### config.mk
export PLATFORM = sky130hd
export DESIGN_NAME = id3_title_frame_extractor_top
export DESIGN_NICKNAME = d
export VERILOG_FILES = /design/src/rtl/id3tfe_pkg.sv /design/src/rtl/id3_title_frame_extractor_top.sv
export SDC_FILE = /design/constraint.sdc
export NUM_CORES = 1
export LEC_CHECK = 0
export ABC_AREA = 1
export BUFFER_PORTS_ARGS = -buffer_cell sky130_fd_sc_hd__buf_4
export CAP_MARGIN = 30
export CORE_UTILIZATION = 50
export CTS_CLUSTER_SIZE = 20
export DETAILED_ROUTE_END_ITERATION = 16
export PLACE_DENSITY_LB_ADDON = 0.12
export SYNTH_ARGS = -nofsm -noshare
export SYNTH_HDL_FRONTEND = slang
export SYNTH_SLANG_ARGS = --single-unit
### constraint.sdc
create_clock -name aclk -period 7.22 [get_ports aclk]
set_input_delay 0.361 -clock aclk [delete_from_list [all_inputs] [get_ports aclk]]
set_output_delay 0.361 -clock aclk [all_outputs]
set_load 0.01 [all_outputs]
### src/rtl/id3tfe_pkg.sv
`timescale 1ns / 1ps
// ----------------------------------------------------------------------------
// ID3 title frame extractor package
// Shared constants and the parser phase type.
// ----------------------------------------------------------------------------
package id3tfe_pkg;

    localparam int unsigned TITLE_MAX = 262;

    localparam int unsigned POS_W   = 30;
    localparam int unsigned FLEN_W  = 9;
    localparam int unsigned BYTE_W  = 8;
    localparam int unsigned CHAR_W  = 7;

    localparam logic [23:0] MAGIC_ID3 = 24'h494433;
    localparam logic [23:0] MAGIC_EA3_LOWER = 24'h656133;
    localparam logic [23:0] MAGIC_EA3_UPPER = 24'h454133;
    localparam logic [23:0] FRAME_ID_HEAD = 24'h544954;
    localparam logic [7:0]  FRAME_ID_TAIL = 8'h32;

    localparam logic [7:0] CHAR_LOW  = 8'h20;
    localparam logic [7:0] CHAR_HIGH = 8'h7f;

    localparam logic [FLEN_W-1:0] HEADER_LEN        = 9'd10;
    localparam logic [FLEN_W-1:0] HEADER_FOOTER_LEN = 9'd20;

    typedef enum logic [2:0] {
        PH_HEADER = 3'd0,
        PH_SCAN   = 3'd1,
        PH_FSIZE  = 3'd2,
        PH_SKIP   = 3'd3,
        PH_BODY   = 3'd4,
        PH_DONE   = 3'd5
    } phase_t;

endpackage

### src/rtl/id3_title_frame_extractor_top.sv
`timescale 1ns / 1ps
// ----------------------------------------------------------------------------
// ID3 title frame extractor
// Parses the tag header and emits the printable characters of the first
// TIT2 frame, followed by one end request per file.
// Each accepted byte's result is registered in the output register.
// Throughput: one byte per cycle while no output request is stalled; the parser
// state and the output register both update in the cycle of acceptance.
// Reset: synchronous, active low; clears the parser and the output valid flag.
// ----------------------------------------------------------------------------
module id3_title_frame_extractor_top
    import id3tfe_pkg::*;
(
    input  logic              aclk,
    input  logic              aresetn,
    input  logic              s_valid,
    output logic              s_ready,
    input  logic [BYTE_W-1:0] s_file_byte,
    input  logic              s_end_of_file,
    output logic              m_valid,
    input  logic              m_ready,
    output logic [CHAR_W-1:0] m_title_char,
    output logic              m_is_end,
    output logic              m_found
);

    localparam logic [POS_W-1:0] POS_MAX = {POS_W{1'b1}};
    localparam logic [15:0] TITLE_MAX_V = 16'(TITLE_MAX);

    logic [POS_W-1:0]  pos_reg, pos_next;
    logic [POS_W-1:0]  tag_len_reg, tag_len_next;
    logic              header_ok_reg, header_ok_next;
    logic [23:0]       recent_reg, recent_next;
    phase_t            phase_reg, phase_next;
    logic [FLEN_W-1:0] frame_len_reg, frame_len_next;
    logic [FLEN_W-1:0] body_cnt_reg, body_cnt_next;

    logic              out_valid_reg;
    logic [CHAR_W-1:0] out_char_reg;
    logic              out_end_reg;
    logic              out_found_reg;

    logic              accept;
    logic              have_char;
    logic              end_hit;
    logic              found_hit;
    logic [POS_W-1:0]  tag_shift;
    logic [15:0]       size_acc;
    logic [FLEN_W:0]   body_inc;

    assign s_ready = !out_valid_reg || m_ready;
    assign accept  = s_valid && s_ready;

    assign tag_shift = {tag_len_reg[POS_W-8:0], 7'b0} | {{(POS_W-BYTE_W){1'b0}}, s_file_byte};
    assign size_acc  = {frame_len_reg, 7'b0} | {8'b0, s_file_byte};
    assign body_inc  = {1'b0, body_cnt_reg} + 10'd1;

    always_comb begin
        pos_next       = pos_reg;
        tag_len_next   = tag_len_reg;
        header_ok_next = header_ok_reg;
        phase_next     = phase_reg;
        frame_len_next = frame_len_reg;
        body_cnt_next  = body_cnt_reg;
        have_char      = 1'b0;
        end_hit        = 1'b0;
        found_hit      = 1'b0;

        case (phase_reg)
            PH_HEADER: begin
                if (pos_reg == 30'd2) begin
                    header_ok_next = ({recent_reg[15:0], s_file_byte} == MAGIC_ID3) ||
                                     ({recent_reg[15:0], s_file_byte} == MAGIC_EA3_LOWER) ||
                                     ({recent_reg[15:0], s_file_byte} == MAGIC_EA3_UPPER);
                end
                if (pos_reg == 30'd5) begin
                    frame_len_next = s_file_byte[4] ? HEADER_FOOTER_LEN : HEADER_LEN;
                end
                if (pos_reg >= 30'd6) begin
                    tag_len_next = tag_shift;
                end
                if (pos_reg >= 30'd9) begin
                    if (header_ok_reg) begin
                        tag_len_next   = tag_shift + {{(POS_W-FLEN_W){1'b0}}, frame_len_reg};
                        phase_next     = PH_SCAN;
                        frame_len_next = '0;
                    end else begin
                        tag_len_next = '0;
                        end_hit      = 1'b1;
                    end
                end
            end
            PH_SCAN: begin
                if (pos_reg >= 30'd13 && recent_reg == FRAME_ID_HEAD &&
                    s_file_byte == FRAME_ID_TAIL && (pos_reg - 30'd3) < tag_len_reg) begin
                    phase_next     = PH_FSIZE;
                    frame_len_next = '0;
                    body_cnt_next  = '0;
                end else if ({1'b0, pos_reg} >= ({1'b0, tag_len_reg} + 31'd2)) begin
                    end_hit = 1'b1;
                end
            end
            PH_FSIZE, PH_SKIP, PH_BODY: begin
                if (pos_reg >= tag_len_reg) begin
                    end_hit   = 1'b1;
                    found_hit = 1'b1;
                end else if (phase_reg == PH_FSIZE) begin
                    frame_len_next = (size_acc > TITLE_MAX_V) ? TITLE_MAX_V[FLEN_W-1:0]
                                                              : size_acc[FLEN_W-1:0];
                    body_cnt_next  = body_inc[FLEN_W-1:0];
                    if (body_inc >= 10'd4) begin
                        body_cnt_next = '0;
                        if (frame_len_next <= 9'd1) begin
                            end_hit   = 1'b1;
                            found_hit = 1'b1;
                        end else begin
                            phase_next = PH_SKIP;
                        end
                    end
                end else if (phase_reg == PH_SKIP) begin
                    body_cnt_next = body_inc[FLEN_W-1:0];
                    if (body_inc >= 10'd3) begin
                        body_cnt_next = '0;
                        phase_next    = PH_BODY;
                    end
                end else begin
                    if (body_inc >= {1'b0, frame_len_reg}) begin
                        end_hit   = 1'b1;
                        found_hit = 1'b1;
                    end else begin
                        have_char     = s_file_byte inside {[CHAR_LOW:CHAR_HIGH]};
                        body_cnt_next = body_inc[FLEN_W-1:0];
                    end
                end
            end
            default: begin
            end
        endcase

        if (phase_reg != PH_DONE && s_end_of_file && !end_hit) begin
            end_hit   = 1'b1;
            have_char = 1'b0;
            found_hit = phase_next inside {PH_FSIZE, PH_SKIP, PH_BODY};
        end

        if (end_hit) begin
            phase_next = PH_DONE;
        end

        recent_next = {recent_reg[15:0], s_file_byte};
        pos_next    = (pos_reg != POS_MAX) ? pos_reg + 30'd1 : pos_reg;

        if (s_end_of_file) begin
            pos_next       = '0;
            tag_len_next   = '0;
            header_ok_next = 1'b0;
            recent_next    = '0;
            phase_next     = PH_HEADER;
            frame_len_next = '0;
            body_cnt_next  = '0;
        end
    end

    always_ff @(posedge aclk) begin
        if (!aresetn) begin
            pos_reg       <= '0;
            tag_len_reg   <= '0;
            header_ok_reg <= 1'b0;
            recent_reg    <= '0;
            phase_reg     <= PH_HEADER;
            frame_len_reg <= '0;
            body_cnt_reg  <= '0;
        end else if (accept) begin
            pos_reg       <= pos_next;
            tag_len_reg   <= tag_len_next;
            header_ok_reg <= header_ok_next;
            recent_reg    <= recent_next;
            phase_reg     <= phase_next;
            frame_len_reg <= frame_len_next;
            body_cnt_reg  <= body_cnt_next;
        end
    end

    always_ff @(posedge aclk) begin
        if (!aresetn) begin
            out_valid_reg <= 1'b0;
        end else if (accept) begin
            out_valid_reg <= end_hit || have_char;
        end else if (m_ready) begin
            out_valid_reg <= 1'b0;
        end
    end

    always_ff @(posedge aclk) begin
        if (accept) begin
            out_char_reg  <= end_hit ? '0 : s_file_byte[CHAR_W-1:0];
            out_end_reg   <= end_hit;
            out_found_reg <= end_hit && found_hit;
        end
    end

    assign m_valid      = out_valid_reg;
    assign m_title_char = out_char_reg;
    assign m_is_end     = out_end_reg;
    assign m_found      = out_found_reg;

endmodule

==> metrics.md <==
| Metric | Value |
|---|---|
| Final layout net count | `between 1500 and 2000` |
| Syn. warnings | `0` |
| HP Class | `input pin to register` |
| Top post-synthesis cells by area | `dfxtp_1, nand2_1, ha_1` |
| Worst-case hold slack | `roughly 0.21 ns` |
| Post-Syn Nets | `~1800` |
| Crit share post-route | `0.609` |
| Worst Setup End Kind | `register` |
| Status | `completed` |
| WP data required | `approximately 7.5 ns` |
| Cell leakage power | `about 5.0 nW` |
| WS Path Type | `register to register` |
| Full die area | `~22000 um2` |
| Peak Freq | `0.228 GHz` |
| Vias in the first global route | `~10000` |
| Synth top area share | `0.204` |
| Final Max Tran Viols | `0` |
| CTS Buffer Depth | `2` |
| Clk sinks | `116` |
| Post-synthesis async set-or-reset flop share | `0` |
| Tmin final | `4.39 ns` |
| Post-synth EDFFs | `9` |
| Routed Antenna Nets | `0` |
| Share of cells above drive strength 1 | `0.0686` |
| Post-detail-place hpwl | `between 20000 and 30000 um` |
| Number of post-CTS setup repair buffers | `0` |
| Crit path largest cell delay | `approximately 0.44 ns` |
| Vias per inst | `roughly 5.6` |
| Fillers | `~2100` |
| Die Y | `between 100 and 150 um` |
| RSZ-0062 raised after global routing | `no` |
| Core Footprint | `20400 um2` |
| First-pass GRT wire length | `roughly 53000 um` |
| Most used flip-flop cell after synthesis | `dfxtp_1` |
| Final setup fails | `0` |
| DRC viols | `0` |
| Post-Synthesis Cell Area | `10500 um2` |
| Max Cap Violations | `0` |
| DRT Pass-1 Iters | `8` |
| Layout Skew | `roughly 0.013 ns` |
| CTS Buf Count | `17` |
| Resize count post-CTS | `0` |
| CTS root buf | `clkbuf_16` |
| Hold_buf cts | `0` |
| Hold Vio Cnt, Final | `0` |
| Die Span X | `between 100 and 150 um` |
| Gpl congestion | `0.938` |
| Top cells by count, synth | `nand2_1, inv_1, nor2_1, a21oi_1, ha_1` |
| Initial DRC Count | `798` |
| Post-synthesis sequential area ratio | `0.230` |
| Routed WL per cell | `17.0 um` |
| CP max FO | `12` |
| Initial antenna violation count | `0` |
| Synth Area per Inst | `approximately 6.4 um2` |
| Global Route Usage Sum | `0.313` |
| Worst-Skew Late Latency | `about 0.44 ns` |
| Synth-to-layout area growth | `8.83%` |
| Final WL | `32900 um` |
| Synth area leader | `dfxtp_1` |
| Cells after Synth | `between 1500 and 2000` |
| H-tree depth reported by CTS | `4` |
| Cell with the most instances after synthesis | `nand2_1` |
| Worst-Margin Slew | `between 0.7 and 0.8 ns` |
| P per Cell Area | `150 nW/um2` |
| R2R Setup Slk | `2.83 ns` |
| Relative slew slack | `0.468` |
| N_diodes | `0` |
| Synthesized flop and latch total | `116` |
| Starting Density | `0.514` |
| Vias | `~11000` |
| PortBufs | `23` |
| Setup_tns | `0 ns` |
| Cell mode on critical path | `nand2_1` |
| CP Launch Type | `register` |
| Largest net degree at the start of global routing | `between 60 and 70` |
| Synth unique cells | `roughly 50` |
| Gr ovfl total | `0` |
| VDD IR max | `~0.12 mV` |
| Top Ports | `24` |
| Clk pin slew, worst setup/hold paths | `~0.060 ns` |
| Worst path slowest cell | `dfxtp_1` |
| # rows | `between 50 and 60` |
| Crit path DAT | `4.69 ns` |
| CTS tree | `done` |
[cell usage in the layout (no fill, tap or decap), types with 11 or more instances in the layout]
master       n
inv_1      202
xor2_1      56
nand2_1    403
o21ai_0     60
dfxtp_1    107
nor3_1      50
nor4_1      12
nand4_1     43
nor2_2      11
nor2_1     194
ha_1       114
a21oi_1    150
clkbuf_16   17
nand3_1     92
buf_4       27
[metrics by stage]
| step | total power [W] | utilization | instance area [um2] | std cells | worst slack [ns] |
|---|---|---|---|---|---|
| finish | 0.00171 | 0.559 | 11400 | 1933 | 2.83 |
| global route | 0.00178 | 0.559 | 11400 | 1933 | 2.37 |
| CTS | 0.00172 | 0.559 | 11400 | 1933 | 2.92 |
| detailed placement | 0.000910 | 0.532 | 10900 | 1901 | 2.94 |
| global placement | 0.000905 | 0.531 | 10800 | 1900 | 3.01 |
| floorplan | 0.000838 | - | 10500 | 1638 | 3.88 |
[logic make-up after synthesis]
| family | after synthesis | share of synthesized area |
|---|---|---|
| compound gates | 260 | 0.135 |
| xor+xnor | 60 | 0.0501 |
| simple gates | 841 | 0.353 |
| fa+ha+maj | 115 | 0.138 |
| buf+inv | 246 | 0.0943 |
| flops | 116 | 0.230 |
[metal layers]
layer	GRT usage	wire (um)	vias to the layer above
li1	-	-	5443
met1	0.388	14400	4867
met2	0.536	15500	377
met3	0.0547	1810	93
met4	0.126	1220	0
met5	0	0	-
[worst paths after layout]
kind,startpoint,endpoint,cells after the start
worst min register to register,recent_reg[19],recent_reg[19],2
worst max register to register,pos_reg[3],frame_len_reg[1],27
worst min-delay path,s_valid,m_valid,3
worst max-delay path,pos_reg[3],frame_len_reg[1],27
[critical path, delay by kind of cell, from the launching register on]
family / cells / cell delay (ns)
AO/OA/AOI/OAI: 3 / 0.43
AND/OR/NAND/NOR: 18 / 2.43
adder cells (fa/ha/maj): 1 / 0.26
buffers and inverters: 4 / 0.50
XOR/XNOR: 1 / 0.18
flip-flops: 1 / 0.44
[where the power goes]
| group | switching, W | internal, W | total [W] |
|---|---|---|---|
| sequential | 0.0000179 | 0.000664 | 0.000682 |
| combinational | 0.000146 | 0.0000701 | 0.000216 |
| clock | 0.000356 | 0.000460 | 0.000816 |
[layout make-up]
cell class | count | area [um2] | area share
Multi-Input combinational cell | 1276 | 7100 | 0.621
Sequential cell | 116 | 2410 | 0.211
Inverter | 211 | 792 | 0.0693
Clock buffer | 19 | 453 | 0.0397
Tap cell | 270 | 338 | 0.0296
Timing Repair Buffer | 28 | 230 | 0.0202
Clock inverter | 13 | 101 | 0.00887
Note: power is estimated with default switching activity, not from simulation.
